### src/sv/tmr_pkg.sv
// shared types and constants of the prescaled countdown timer bank
// no dependencies; imported by every other file of the block
package tmr_pkg;

    localparam int N_TIMERS_DEF = 16;
    localparam int DATA_W       = 16;
    localparam int FUNC_W       = 3;
    localparam int IDX_W        = 4;
    localparam int KIND_W       = 2;

    typedef enum logic [FUNC_W-1:0] {
        FN_TICK    = 3'd0,
        FN_LOAD    = 3'd1,
        FN_START   = 3'd2,
        FN_STOP    = 3'd3,
        FN_STOPALL = 3'd4,
        FN_READ    = 3'd5
    } t_func;

    typedef enum logic [KIND_W-1:0] {
        KIND_END     = 2'd0,
        KIND_ALL_END = 2'd1,
        KIND_TICK    = 2'd2,
        KIND_READ    = 2'd3
    } t_kind;

    typedef enum logic [2:0] {
        ST_IDLE,
        ST_CMD,
        ST_CHK,
        ST_RD,
        ST_WR,
        ST_FIN,
        ST_FIN2
    } t_state;

endpackage

### src/sv/tmr_cmd_if.sv
// command channel of the timer bank
// depends on tmr_pkg for field widths
interface tmr_cmd_if
    import tmr_pkg::*;
();
    logic              valid;
    logic              ready;
    logic [FUNC_W-1:0] func;
    logic [IDX_W-1:0]  timer_sel;
    logic [DATA_W-1:0] count_value;

    modport source (output valid, output func, output timer_sel, output count_value,
                    input ready);
    modport sink   (input valid, input func, input timer_sel, input count_value,
                    output ready);
endinterface

### src/sv/tmr_rsp_if.sv
// result channel of the timer bank
// depends on tmr_pkg for field widths
interface tmr_rsp_if
    import tmr_pkg::*;
();
    logic              valid;
    logic              ready;
    logic [KIND_W-1:0] kind;
    logic [IDX_W-1:0]  which_timer;
    logic [DATA_W-1:0] read_count;
    logic              read_running;
    logic              last;

    modport source (output valid, output kind, output which_timer, output read_count,
                    output read_running, output last, input ready);
    modport sink   (input valid, input kind, input which_timer, input read_count,
                    input read_running, input last, output ready);
endinterface

### src/sv/tmr_cfg_if.sv
// configuration write channel carrying the prescale reload value
// depends on tmr_pkg for the data width
interface tmr_cfg_if
    import tmr_pkg::*;
();
    logic              valid;
    logic              ready;
    logic [DATA_W-1:0] prescale_reload;

    modport source (output valid, output prescale_reload, input ready);
    modport sink   (input valid, input prescale_reload, output ready);
endinterface

### src/sv/tmr_mem.sv
// count storage: one write port, one registered read port, per-entry valid bits
// depends on tmr_pkg; an entry never written reads as zero
module tmr_mem
    import tmr_pkg::*;
#(
    parameter int N_TIMERS = N_TIMERS_DEF,
    parameter int AW       = 4
) (
    input  logic              i_clk,
    input  logic              i_rst_n,
    input  logic [AW-1:0]     i_rd_addr,
    output logic [DATA_W-1:0] o_rd_data,
    input  logic              i_we,
    input  logic [AW-1:0]     i_wr_addr,
    input  logic [DATA_W-1:0] i_wr_data
);

    logic [DATA_W-1:0]   r_mem [N_TIMERS];
    logic [N_TIMERS-1:0] r_vld;
    logic [DATA_W-1:0]   r_rdata;
    logic                r_rvld;

    always_ff @(posedge i_clk) begin
        if (i_we) begin
            r_mem[i_wr_addr] <= i_wr_data;
        end
        r_rdata <= r_mem[i_rd_addr];
    end

    always_ff @(posedge i_clk) begin
        if (!i_rst_n) begin
            r_vld  <= '0;
            r_rvld <= 1'b0;
        end else begin
            if (i_we) begin
                r_vld[i_wr_addr] <= 1'b1;
            end
            r_rvld <= r_vld[i_rd_addr];
        end
    end

    assign o_rd_data = r_rvld ? r_rdata : '0;

endmodule

### src/sv/tmr_ctrl.sv
// command sequencer: prescaler, running flags, timer walk with one shared decrementer,
// result register; depends on tmr_pkg, tmr_cmd_if, tmr_rsp_if and the tmr_mem ports
module tmr_ctrl
    import tmr_pkg::*;
#(
    parameter int N_TIMERS = N_TIMERS_DEF,
    parameter int AW       = 4
) (
    input  logic              i_clk,
    input  logic              i_rst_n,
    tmr_cmd_if.sink           i_cmd,
    tmr_rsp_if.source         o_rsp,
    input  logic [DATA_W-1:0] i_prescale_reload,
    output logic [AW-1:0]     o_rd_addr,
    input  logic [DATA_W-1:0] i_rd_data,
    output logic              o_we,
    output logic [AW-1:0]     o_wr_addr,
    output logic [DATA_W-1:0] o_wr_data
);

    t_state r_state, n_state;

    logic [FUNC_W-1:0]   r_func;
    logic [IDX_W-1:0]    r_idx;
    logic [DATA_W-1:0]   r_val;
    logic [DATA_W-1:0]   r_pleft;
    logic [N_TIMERS-1:0] r_running;
    logic [AW-1:0]       r_i;
    logic                r_stepped;
    logic                r_allend;
    logic                r_pend;
    logic [AW-1:0]       r_pidx;

    logic              r_ovalid;
    logic [KIND_W-1:0] r_okind;
    logic [IDX_W-1:0]  r_owhich;
    logic [DATA_W-1:0] r_ocount;
    logic              r_orun;
    logic              r_olast;

    logic [AW-1:0]     idx_a;
    logic              idx_ok;
    logic              last_i;
    logic              out_free;
    logic [DATA_W-1:0] dec;
    logic              dec_zero;
    logic              wr_go;

    logic              emit;
    t_kind             e_kind;
    logic [IDX_W-1:0]  e_which;
    logic [DATA_W-1:0] e_count;
    logic              e_run;
    logic              e_last;
    logic              f_pre_dec;
    logic              f_walk_init;
    logic              f_step;
    logic              f_inc;
    logic              run_set;
    logic              run_clr;
    logic              clr_all;
    logic [AW-1:0]     run_idx;

    assign idx_a    = AW'(r_idx);
    assign idx_ok   = 32'(r_idx) < N_TIMERS;
    assign last_i   = r_i == AW'(N_TIMERS - 1);
    assign out_free = !r_ovalid || o_rsp.ready;
    assign dec      = i_rd_data - DATA_W'(1);
    assign dec_zero = dec == '0;
    assign wr_go    = !(dec_zero && r_pend && !out_free);

    // next state
    always_comb begin
        n_state = r_state;
        unique case (r_state)
            ST_IDLE: begin
                if (i_cmd.valid) begin
                    n_state = ST_CMD;
                end
            end
            ST_CMD: begin
                unique case (t_func'(r_func))
                    FN_TICK: begin
                        if (r_pleft != '0 || r_running == '0) begin
                            n_state = ST_IDLE;
                        end else begin
                            n_state = ST_RD;
                        end
                    end
                    FN_START: n_state = idx_ok ? ST_CHK : ST_IDLE;
                    FN_READ:  n_state = ST_CHK;
                    default:  n_state = ST_IDLE;
                endcase
            end
            ST_CHK: begin
                if ((t_func'(r_func) == FN_START && i_rd_data != '0) || out_free) begin
                    n_state = ST_IDLE;
                end
            end
            ST_RD: begin
                if (r_running[r_i]) begin
                    n_state = ST_WR;
                end else if (last_i) begin
                    n_state = ST_FIN;
                end
            end
            ST_WR: begin
                if (wr_go) begin
                    n_state = last_i ? ST_FIN : ST_RD;
                end
            end
            ST_FIN: begin
                if (!r_stepped) begin
                    n_state = ST_IDLE;
                end else if (out_free) begin
                    n_state = (r_pend && r_allend) ? ST_FIN2 : ST_IDLE;
                end
            end
            ST_FIN2: begin
                if (out_free) begin
                    n_state = ST_IDLE;
                end
            end
            default: n_state = ST_IDLE;
        endcase
    end

    // outputs and update strobes
    always_comb begin
        i_cmd.ready = 1'b0;
        o_rd_addr   = r_i;
        o_we        = 1'b0;
        o_wr_addr   = r_i;
        o_wr_data   = dec;
        emit        = 1'b0;
        e_kind      = KIND_TICK;
        e_which     = '0;
        e_count     = '0;
        e_run       = 1'b0;
        e_last      = 1'b0;
        f_pre_dec   = 1'b0;
        f_walk_init = 1'b0;
        f_step      = 1'b0;
        f_inc       = 1'b0;
        run_set     = 1'b0;
        run_clr     = 1'b0;
        clr_all     = 1'b0;
        run_idx     = r_i;
        unique case (r_state)
            ST_IDLE: begin
                i_cmd.ready = 1'b1;
            end
            ST_CMD: begin
                run_idx = idx_a;
                unique case (t_func'(r_func))
                    FN_TICK: begin
                        if (r_pleft != '0) begin
                            f_pre_dec = 1'b1;
                        end else begin
                            f_walk_init = 1'b1;
                        end
                    end
                    FN_LOAD: begin
                        if (idx_ok) begin
                            o_we      = 1'b1;
                            o_wr_addr = idx_a;
                            o_wr_data = r_val;
                            run_clr   = 1'b1;
                        end
                    end
                    FN_START, FN_READ: begin
                        o_rd_addr = idx_a;
                    end
                    FN_STOP: begin
                        run_clr = idx_ok;
                    end
                    FN_STOPALL: begin
                        clr_all = 1'b1;
                    end
                    default: ;
                endcase
            end
            ST_CHK: begin
                o_rd_addr = idx_a;
                run_idx   = idx_a;
                e_which   = r_idx;
                e_last    = 1'b1;
                if (t_func'(r_func) == FN_START) begin
                    e_kind = KIND_END;
                    if (i_rd_data != '0) begin
                        run_set = 1'b1;
                    end else if (out_free) begin
                        emit    = 1'b1;
                        run_clr = 1'b1;
                    end
                end else begin
                    e_kind  = KIND_READ;
                    e_count = idx_ok ? i_rd_data : '0;
                    e_run   = idx_ok && r_running[idx_a];
                    emit    = out_free;
                end
            end
            ST_RD: begin
                f_inc = !r_running[r_i] && !last_i;
            end
            ST_WR: begin
                e_kind  = KIND_END;
                e_which = IDX_W'(r_pidx);
                if (wr_go) begin
                    o_we    = 1'b1;
                    f_step  = 1'b1;
                    f_inc   = !last_i;
                    run_clr = dec_zero;
                    emit    = dec_zero && r_pend;
                end
            end
            ST_FIN: begin
                e_which = IDX_W'(r_pidx);
                if (r_stepped && out_free) begin
                    emit = 1'b1;
                    if (r_pend) begin
                        e_kind = KIND_END;
                        e_last = !r_allend;
                    end else begin
                        e_kind  = KIND_TICK;
                        e_which = '0;
                        e_last  = 1'b1;
                    end
                end
            end
            ST_FIN2: begin
                e_kind = KIND_ALL_END;
                e_last = 1'b1;
                emit   = out_free;
            end
            default: ;
        endcase
    end

    always_ff @(posedge i_clk) begin
        if (!i_rst_n) begin
            r_state   <= ST_IDLE;
            r_pleft   <= '0;
            r_running <= '0;
            r_ovalid  <= 1'b0;
            r_i       <= '0;
            r_stepped <= 1'b0;
            r_allend  <= 1'b1;
            r_pend    <= 1'b0;
        end else begin
            r_state <= n_state;
            if (f_pre_dec) begin
                r_pleft <= r_pleft - DATA_W'(1);
            end else if (f_walk_init) begin
                r_pleft <= i_prescale_reload;
            end
            if (clr_all) begin
                r_running <= '0;
            end else if (run_clr) begin
                r_running[run_idx] <= 1'b0;
            end else if (run_set) begin
                r_running[run_idx] <= 1'b1;
            end
            if (f_walk_init) begin
                r_i       <= '0;
                r_stepped <= 1'b0;
                r_allend  <= 1'b1;
                r_pend    <= 1'b0;
            end else begin
                if (f_inc) begin
                    r_i <= r_i + AW'(1);
                end
                if (f_step) begin
                    r_stepped <= 1'b1;
                    if (dec_zero) begin
                        r_pend <= 1'b1;
                    end else begin
                        r_allend <= 1'b0;
                    end
                end
            end
            if (emit) begin
                r_ovalid <= 1'b1;
            end else if (o_rsp.ready) begin
                r_ovalid <= 1'b0;
            end
        end
    end

    always_ff @(posedge i_clk) begin
        if (i_cmd.valid && i_cmd.ready) begin
            r_func <= i_cmd.func;
            r_idx  <= i_cmd.timer_sel;
            r_val  <= i_cmd.count_value;
        end
        if (f_step && dec_zero) begin
            r_pidx <= r_i;
        end
        if (emit) begin
            r_okind  <= e_kind;
            r_owhich <= e_which;
            r_ocount <= e_count;
            r_orun   <= e_run;
            r_olast  <= e_last;
        end
    end

    assign o_rsp.valid        = r_ovalid;
    assign o_rsp.kind         = r_okind;
    assign o_rsp.which_timer  = r_owhich;
    assign o_rsp.read_count   = r_ocount;
    assign o_rsp.read_running = r_orun;
    assign o_rsp.last         = r_olast;

endmodule

### src/sv/prescaled_countdown_timer_bank.sv
// Bank of N_TIMERS 16-bit down-counting timers behind one prescaler. Commands arrive one
// at a time on i_cmd; results leave on o_rsp, with last set on the final result of a command.
// Start and read may wait on o_rsp; load, stop and stop-all return no result and never wait.
// A tick that only counts down the prescaler, or finds no timer running, does not walk the bank.
// A tick that steps the timers walks the bank through the single decrementer and the one
// read port of the count memory, adds an all-end result when every stepped timer ends,
// and stalls while o_rsp is held.
// The prescale reload value is written on i_cfg, which is always ready.
// depends on tmr_pkg, tmr_cmd_if, tmr_rsp_if, tmr_cfg_if, tmr_mem, tmr_ctrl
module prescaled_countdown_timer_bank
    import tmr_pkg::*;
#(
    parameter int N_TIMERS = N_TIMERS_DEF
) (
    input  logic      i_clk,
    input  logic      i_rst_n,
    tmr_cmd_if.sink   i_cmd,
    tmr_rsp_if.source o_rsp,
    tmr_cfg_if.sink   i_cfg
);

    localparam int AW = (N_TIMERS > 1) ? $clog2(N_TIMERS) : 1;

    logic [DATA_W-1:0] r_prescale_reload;
    logic [AW-1:0]     rd_addr;
    logic [DATA_W-1:0] rd_data;
    logic              we;
    logic [AW-1:0]     wr_addr;
    logic [DATA_W-1:0] wr_data;

    assign i_cfg.ready = 1'b1;

    always_ff @(posedge i_clk) begin
        if (!i_rst_n) begin
            r_prescale_reload <= '0;
        end else if (i_cfg.valid && i_cfg.ready) begin
            r_prescale_reload <= i_cfg.prescale_reload;
        end
    end

    tmr_mem #(
        .N_TIMERS (N_TIMERS),
        .AW       (AW)
    ) u_mem (
        .i_clk     (i_clk),
        .i_rst_n   (i_rst_n),
        .i_rd_addr (rd_addr),
        .o_rd_data (rd_data),
        .i_we      (we),
        .i_wr_addr (wr_addr),
        .i_wr_data (wr_data)
    );

    tmr_ctrl #(
        .N_TIMERS (N_TIMERS),
        .AW       (AW)
    ) u_ctrl (
        .i_clk             (i_clk),
        .i_rst_n           (i_rst_n),
        .i_cmd             (i_cmd),
        .o_rsp             (o_rsp),
        .i_prescale_reload (r_prescale_reload),
        .o_rd_addr         (rd_addr),
        .i_rd_data         (rd_data),
        .o_we              (we),
        .o_wr_addr         (wr_addr),
        .o_wr_data         (wr_data)
    );

    // one command at a time
    a_one_cmd: assert property (@(posedge i_clk) disable iff (!i_rst_n)
        (i_cmd.valid && i_cmd.ready) |=> !i_cmd.ready)
        else $error("command taken while busy");

    a_read_last: assert property (@(posedge i_clk) disable iff (!i_rst_n)
        (o_rsp.valid && o_rsp.kind == KIND_READ) |-> o_rsp.last)
        else $error("read reply not last");

    a_summary: assert property (@(posedge i_clk) disable iff (!i_rst_n)
        (o_rsp.valid && (o_rsp.kind == KIND_TICK || o_rsp.kind == KIND_ALL_END))
        |-> (o_rsp.last && o_rsp.which_timer == '0))
        else $error("tick summary malformed");

    a_no_read_data: assert property (@(posedge i_clk) disable iff (!i_rst_n)
        (o_rsp.valid && o_rsp.kind != KIND_READ)
        |-> (o_rsp.read_count == '0 && !o_rsp.read_running))
        else $error("read fields set on non-read result");

endmodule
### src/flat_wrapper.sv
// flat-port wrapper written by rule: the top's interface ports become plain ports
module prescaled_countdown_timer_bank_flat import tmr_pkg::*;
#(
    parameter int N_TIMERS = N_TIMERS_DEF
)
  (i_clk, i_rst_n, i_cmd_valid, i_cmd_func, i_cmd_timer_sel, i_cmd_count_value, i_cmd_ready, o_rsp_valid, o_rsp_kind, o_rsp_which_timer, o_rsp_read_count, o_rsp_read_running, o_rsp_last, o_rsp_ready, i_cfg_valid, i_cfg_prescale_reload, i_cfg_ready);
  tmr_cmd_if i_cmd_i ();
  tmr_rsp_if o_rsp_i ();
  tmr_cfg_if i_cfg_i ();
  input  logic i_clk;
  input  logic i_rst_n;
  input wire logic [$bits(i_cmd_i.valid)-1:0] i_cmd_valid;
  input wire logic [$bits(i_cmd_i.func)-1:0] i_cmd_func;
  input wire logic [$bits(i_cmd_i.timer_sel)-1:0] i_cmd_timer_sel;
  input wire logic [$bits(i_cmd_i.count_value)-1:0] i_cmd_count_value;
  output wire logic [$bits(i_cmd_i.ready)-1:0] i_cmd_ready;
  output wire logic [$bits(o_rsp_i.valid)-1:0] o_rsp_valid;
  output wire logic [$bits(o_rsp_i.kind)-1:0] o_rsp_kind;
  output wire logic [$bits(o_rsp_i.which_timer)-1:0] o_rsp_which_timer;
  output wire logic [$bits(o_rsp_i.read_count)-1:0] o_rsp_read_count;
  output wire logic [$bits(o_rsp_i.read_running)-1:0] o_rsp_read_running;
  output wire logic [$bits(o_rsp_i.last)-1:0] o_rsp_last;
  input wire logic [$bits(o_rsp_i.ready)-1:0] o_rsp_ready;
  input wire logic [$bits(i_cfg_i.valid)-1:0] i_cfg_valid;
  input wire logic [$bits(i_cfg_i.prescale_reload)-1:0] i_cfg_prescale_reload;
  output wire logic [$bits(i_cfg_i.ready)-1:0] i_cfg_ready;
  assign i_cmd_i.valid = i_cmd_valid;
  assign i_cmd_i.func = i_cmd_func;
  assign i_cmd_i.timer_sel = i_cmd_timer_sel;
  assign i_cmd_i.count_value = i_cmd_count_value;
  assign i_cmd_ready = i_cmd_i.ready;
  assign o_rsp_valid = o_rsp_i.valid;
  assign o_rsp_kind = o_rsp_i.kind;
  assign o_rsp_which_timer = o_rsp_i.which_timer;
  assign o_rsp_read_count = o_rsp_i.read_count;
  assign o_rsp_read_running = o_rsp_i.read_running;
  assign o_rsp_last = o_rsp_i.last;
  assign o_rsp_i.ready = o_rsp_ready;
  assign i_cfg_i.valid = i_cfg_valid;
  assign i_cfg_i.prescale_reload = i_cfg_prescale_reload;
  assign i_cfg_ready = i_cfg_i.ready;
  prescaled_countdown_timer_bank #(.N_TIMERS(N_TIMERS)) u_core (.i_clk(i_clk), .i_rst_n(i_rst_n), .i_cmd(i_cmd_i), .o_rsp(o_rsp_i), .i_cfg(i_cfg_i));
endmodule
### config.mk
export PLATFORM = sky130hd
export DESIGN_NAME = prescaled_countdown_timer_bank_flat
export DESIGN_NICKNAME = d
export VERILOG_FILES = /design/src/sv/tmr_pkg.sv /design/src/sv/tmr_cmd_if.sv /design/src/sv/tmr_rsp_if.sv /design/src/sv/tmr_cfg_if.sv /design/src/sv/tmr_mem.sv /design/src/sv/tmr_ctrl.sv /design/src/sv/prescaled_countdown_timer_bank.sv /design/src/flat_wrapper.sv
export SDC_FILE = /design/constraint.sdc
export NUM_CORES = 1
export LEC_CHECK = 0
export BUFFER_PORTS_ARGS = -buffer_cell sky130_fd_sc_hd__buf_2
export CAP_MARGIN = 20
export CORE_MARGIN = 4
export CORE_UTILIZATION = 60
export DETAILED_ROUTE_END_ITERATION = 16
export PLACE_DENSITY = 0.78
export SLEW_MARGIN = 10
export SYNTH_ARGS = -nofsm -noshare
export SYNTH_HDL_FRONTEND = slang
export SYNTH_SLANG_ARGS = --single-unit
### constraint.sdc
create_clock -name i_clk -period 12.7 [get_ports i_clk]
set_input_delay 1.27 -clock i_clk [delete_from_list [all_inputs] [get_ports i_clk]]
set_output_delay 1.27 -clock i_clk [all_outputs]
set_load 0.03 [all_outputs]
# Word level (Yosys, flattened, before mapping)
# Memories as Yosys holds them, arrays and structs flattened. A register that Yosys moved wholly into a read port is not among the register bits.
# Index checks and enable logic that the tools add are counted.
# classes
eq_ne	18
mux	77
magnitude_cmp	7
n_addsub	3
bitwise	7
n_reduce_logical	37
# op_table
cell	count
2-to-1 mux 16 bit	7
2-to-1 mux 1 bit	35
logical NOT 16 bit	2
OR 16 bit	2
nonzero test 16 bit	2
subtractor 16 x 1 -> 16 bit, second input constant	2
2-to-1 mux 3 bit	10
less-than comparator 4 x 5 -> 1 bit, second input constant	5
2-to-1 mux 4 bit	6
one-hot mux 3 bit (7 select lines)	1
bitwise AND 16 bit	1
NOT 16 bit	1
== test 3 bit, second input constant	5
OR reduction 2 bit	7
binary-select mux 1 bit (select 4 bit)	3
== test 3 x 2 -> 1 bit, second input constant	4
one-hot mux 4 bit (3 select lines)	1
logical AND 1 bit	10
demux 1 bit (select 4 bit)	2
greater-or-equal comparator 4 x 1 -> 1 bit, second input constant	2
2-to-1 mux 2 bit	4
!= test 2 bit, second input constant	4
one-hot mux 2 bit (4 select lines)	1
one-hot mux 4 bit (2 select lines)	1
15 further kinds	31
# word_totals
memories	1
inputBits	44
register_bits	127
ramBits	256
wordCells	170
# mem_list
name	words	word_bits	rd	rd_ports_with_merged_regs	wr	line	text
u_core.u_mem.r_mem	16	16	1	1	1	tmr_mem.sv:18	logic [DATA_W-1:0] r_mem [N_TIMERS];

# Logic depth before layout (Yosys ltp)
# logic_depth
depth_word	10
mapped_depth	15
mapped_depth_nobuf	11

# Hierarchy
# A second synthesis with hierarchy kept.
# unflattened
cells_unflattened	1110
hier_area_um2	16818.6
# by_module_without_submodules
mod	n_inst	area_each_um2	cells_per_inst
tmr_mem	1	10820.4	502
tmr_ctrl	1	5371.4	555
prescaled_countdown_timer_bank	1	626.9	53

# Least setup slack after synthesis
# Ideal clock, no wire load.
# synth_timing
path_type	reg-to-reg
from	register u_core.u_mem.r_rvld
to	register u_core.u_ctrl.r_okind[0], in the netlist u_core.u_ctrl.o_rsp.kind[0], enable pin
synth_period_minus_slack_ns	4.292
slack_ns	8.408
path_stages_with_launch	13
arrival_ns	3.887
path_cell_list	dfxtp_1 > clkbuf_8 > clkbuf_1 > clkbuf_1 > nand2_1 > ha_1 > nor4b_4 > nor2_2 > a2111oi_0 > nand3_1 > nor3_1 > a31oi_1 > nor2_1
# synth_via
elab_chain_cells	7
# synth_rtl
item	line	text
start, declared	tmr_mem.sv:21	logic r_rvld;
start signal, assigned	tmr_mem.sv:38	r_rvld <= r_vld[i_rd_addr];
2-to-1 mux 16 bit (*)	tmr_mem.sv:42	assign o_rd_data = r_rvld ? r_rdata : '0;
subtractor 16 x 1 -> 16 bit	tmr_ctrl.sv:68	assign dec = i_rd_data - DATA_W'(1);
logical NOT 16 bit	tmr_ctrl.sv:69	assign dec_zero = dec == '0;
logical AND 1 bit	tmr_ctrl.sv:70, tmr_ctrl.sv:214	
logical AND 1 bit	tmr_ctrl.sv:70	assign wr_go = !(dec_zero && r_pend && !out_free);
2-to-1 mux 1 bit	tmr_ctrl.sv:209	if (wr_go) begin
one-hot mux 1 bit (4 select lines) (*)	tmr_ctrl.sv:149	unique case (r_state)
named net u_core.u_ctrl.emit	tmr_ctrl.sv:49	logic emit;
end signal, assigned	tmr_ctrl.sv:300	r_okind <= e_kind;
end, declared	tmr_ctrl.sv:35	logic [KIND_W-1:0] r_okind;
# Mark *: on every way through the listed nets, which the timed path passes. The rest lies on a longest branch.
# A chain may end at the register's enable or synchronous reset.

# Final worst setup path
# layout_timing
from	register u_core.u_ctrl.r_state[0]
to	register u_core.u_mem.r_rdata[0], read port of u_core.u_mem.r_mem
# layout_via
elab_chain_cells	2
# layout_rtl
item	line	text
start, declared	tmr_ctrl.sv:21	t_state r_state, n_state;
start signal, assigned	tmr_ctrl.sv:251	r_state <= n_state;
== test 3 x 2 -> 1 bit / == test 3 x 1 -> 1 bit (equally long branches)	tmr_ctrl.sv:149	
one-hot mux 4 bit (2 select lines) (*)	tmr_ctrl.sv:149	
end, declared	tmr_mem.sv:20	logic [DATA_W-1:0] r_rdata;
# Mark *: on every way between the ends. The rest lies on a longest branch, timed or not.

==> summary.txt <==
Final layout
  • Most frequent cells in the layout: edfxtp_1 (307), nand2_1 (117), dfxtp_1 (92)
  • Fin nets: approximately 1400
  • Share of cells above drive strength 1: 0.168
  • Area grow syn2layout: 11.3%
  • Diodes inserted: 0
  • Post-route cell area: 19300 µm²
  • Commonest non-fill, non-tap cell in the layout: edfxtp_1

Yosys
  • Post-Syn Area per Cell: between 10 and 15 µm²
  • Synthesized cell area: 17300 µm²
  • Unique masters post-synth: slightly above 90
  • Register area share after synthesis: 0.639
  • Asr flop ratio synth: 0
  • Syn_nets: ~1400
  • Synth Warn #: 0
  • Top cells by area, synth: edfxtp_1 (53%), dfxtp_1 (11%), mux2i_1 (4.5%)
  • Post-Synthesis Cells: approximately 1300
  • Post-synth top area cell: edfxtp_1
  • Post-synth EDFFs: between 300 and 400
  • Flops & latches, synth: 399
  • Post-synth top area share: 0.532
  • Top_reg_cell synth: edfxtp_1

Critical path
  • Critical path endpoint category: flip-flop
  • Crit. Startpoint: u_core.u_ctrl.r_state[0]$_SDFFE_PN0P_
  • Crit path to: u_core.u_mem.r_rdata[0]$_DFF_P_
  • Startpoint types: flip-flop
  • Crit path max fanout: 71
  • Worst R2R Start: u_core.u_ctrl.r_state[0]$_SDFFE_PN0P_
  • CP dominant cell by count: nor2_1
  • Worst path slowest cell: mux2i_4
  • Required @ worst endpoint: between 10 and 15 ns
  • Worst Path Arrival: 4.88 ns
  • R2R depth: 9
  • Internal reg-to-reg setup slack: 8.30 ns
  • Max stage delay on crit path: 0.82 ns
  • FF-to-FF End: u_core.u_mem.r_rdata[0]$_DFF_P_
  • Cell breakdown of the critical path: nand2b_1 > nor2_1 > nor2_1 > mux2i_4 > buf_4 > nand2_1 > and3_1 > o32ai_1 > a211o_1
  • Critical path type: flip-flop to flip-flop

Global routing
  • Antenna violations before repair: 1
  • Pin count of the biggest net entering global routing: 72
  • GR Overflow Total: 0
  • First-pass GRT wire length: 64300 µm
  • GRT met2 Usage: 0.423
  • GRT met1 Usage: 0.391
  • Top Usage Layer GRT: met2
  • Number of global-route vias before repair: about 11000
  • All-layer global routing usage: 0.268
  • Met3 Use GR: 0.0388

Drt
  • Final WL: 42900 µm
  • Drt pass-1 iters: 6
  • DR DRC count: 0
  • 1st-iter DRT viols: between 1500 and 2000
  • Vias: 11753
  • Post-DRT Antenna Nets: 0
  • Vias per inst: approximately 6.6
  • Routed wire length per instance: around 24 µm

Power and ir drop
  • Pwr dens: 194 nW/µm²
  • Static Leak: 6.53 nW
  • Worst VDD drop: 0.109 mV

Place
  • Count of buffers from port buffering: 69
  • DP Area: 17900 µm²
  • Setup slack at placement: between 8 and 9 ns
  • Final GP Congestion: 0.878
  • HPWL Detailed: 27300 µm

Job
  • Max cap viols: 0

STA
  • Tmin final: 4.40 ns
  • Hold slack: 0.465 ns
  • F_max: around 230 MHz
  • Hold violation count in the final report: 0
  • Slew Limit Fails: 0
  • RSZ-0062 raised after global routing: false
  • Final worst slack: 8.30 ns
  • Actual slew at the worst max-slew pin: approximately 1.1 ns
  • Setup tns final: 0 ns
  • Fin crit share: 0.347
  • Slew Limit Headroom: 0.237
  • Final Skew: 0.0210 ns
  • # setup viols final: 0

Min path
  • Worst hold path class: flip-flop to flip-flop

Floorplanning
  • Die Ht: 178 µm
  • Row cnt: 61
  • Die Wd: 178 µm
  • IO Pins: 71
  • Core area: 28100 µm²
  • DIE AREA: 31600 µm²
  • Initial Util: 0.616

Clock tree
  • CTS max path bufs: 3
  • Post-CTS Setup Inserts: 0
  • CTS root buf: clkbuf_16
  • Sink Count: 399
  • CTS buffer count: 40
  • Post-CTS Hold Fix Bufs: 0
  • Post_cts resized: 0
  • CTS tree: built
  • Clock transition at path regs: 0.06 ns
  • Clk Latency, worst-skew pair: ~0.53 ns
  • H-tree level count: 2

Run status
  • Status: complete, no violations
[flip-flops by register name, indices dropped and copies added (netlist names), 16 cells and up, named ones only]
signal,flops
u_core.u_ctrl.r_val,16
u_core.u_mem.r_rdata,16
u_core.r_prescale_reload,16
u_core.u_mem.r_mem,256
u_core.u_mem.r_vld,16
u_core.u_ctrl.o_rsp.read_count,16
u_core.u_ctrl.r_pleft,16
[per-layer routing]
metal | share of wire | vias to the layer above
met5 | 0 | -
met4 | 0.033 | 0
met3 | 0.096 | 97
met2 | 0.46 | 679
met1 | 0.41 | 5762
li1 | - | 5215
[where the power goes]
| group | switching (mW) | internal (mW) |
|---|---|---|
| sequential | 0.122 | 1.60 |
| clock | 0.482 | 0.665 |
| combinational | 0.617 | 0.258 |
[cell type report]
cell class                      instances  area, µm²
Clock inverter                         18        159
Sequential cell                       399      11100
Clock buffer                           54       1120
Timing Repair Buffer                   88        538
Inverter                               18       67.6
Multi-Input combinational cell        833       5850
Tap cell                              378        473
Fill cell                            1958       8810
[worst max-delay path, delay by kind of cell, from the launching register on]
kind                   cells  cell delay, ns
DFF                        1            0.53
and+or+nand+nor            5            1.47
AOI/OAI and AO/OA          2            0.73
buffers and inverters      1            0.75
muxes                      1            0.82
[synthesized netlist by cell type, types with 21 or more instances]
library cell	number
a211oi_1	88
a21oi_1	45
a31oi_1	44
and2_0	22
and2_1	29
clkbuf_1	55
dfxtp_1	92
edfxtp_1	307
mux2i_1	78
nand2_1	117
nor2_1	80
nor2b_1	21
nor3_1	23
o21ai_0	23
[worst min-delay path by stage]
| stage | slack [ns] | depth (start not counted) | startpoint | end |
|---|---|---|---|---|
| after floorplan | 0.42 | 0 | u_core.u_ctrl.r_i[3]$_SDFFE_PP0P_ | u_core.u_ctrl.r_pidx[3]$_DFFE_PP_ |
| after global placement | 0.44 | 1 | u_core.u_mem.r_vld[2]$_SDFFE_PN0P_ | u_core.u_mem.r_vld[2]$_SDFFE_PN0P_ |
| after detailed placement | 0.45 | 1 | u_core.u_mem.r_vld[7]$_SDFFE_PN0P_ | u_core.u_mem.r_vld[7]$_SDFFE_PN0P_ |
| after CTS | 0.47 | 1 | u_core.u_mem.r_vld[1]$_SDFFE_PN0P_ | u_core.u_mem.r_vld[1]$_SDFFE_PN0P_ |
| after global routing | 0.47 | 1 | u_core.u_mem.r_vld[1]$_SDFFE_PN0P_ | u_core.u_mem.r_vld[1]$_SDFFE_PN0P_ |
| final | 0.47 | 1 | u_core.u_mem.r_vld[13]$_SDFFE_PN0P_ | u_core.u_mem.r_vld[13]$_SDFFE_PN0P_ |
[metrics by stage]
| stage | utilization | std cells | power, mW |
|---|---|---|---|
| 3_3_place_gp | 0.637 | 1708 | 2.58 |
| 6_report | 0.686 | 1788 | 3.75 |
| 2_1_floorplan | - | 1340 | 2.29 |
| 3_5_place_dp | 0.637 | 1708 | 2.59 |
| 4_1_cts | 0.682 | 1780 | 3.73 |
| 5_1_grt | 0.686 | 1788 | 3.88 |
[cell families after synthesis]
kind of cell,Yosys count,share of synthesized area
compound gates,305,0.127
xor+xnor,14,0.00708
fa+ha+maj,5,0.00361
buf+inv,108,0.0313
flops,399,0.639
mux,109,0.0713
other cells,1,0.000217
simple gates,399,0.121
(Power assumes the default switching activity.)
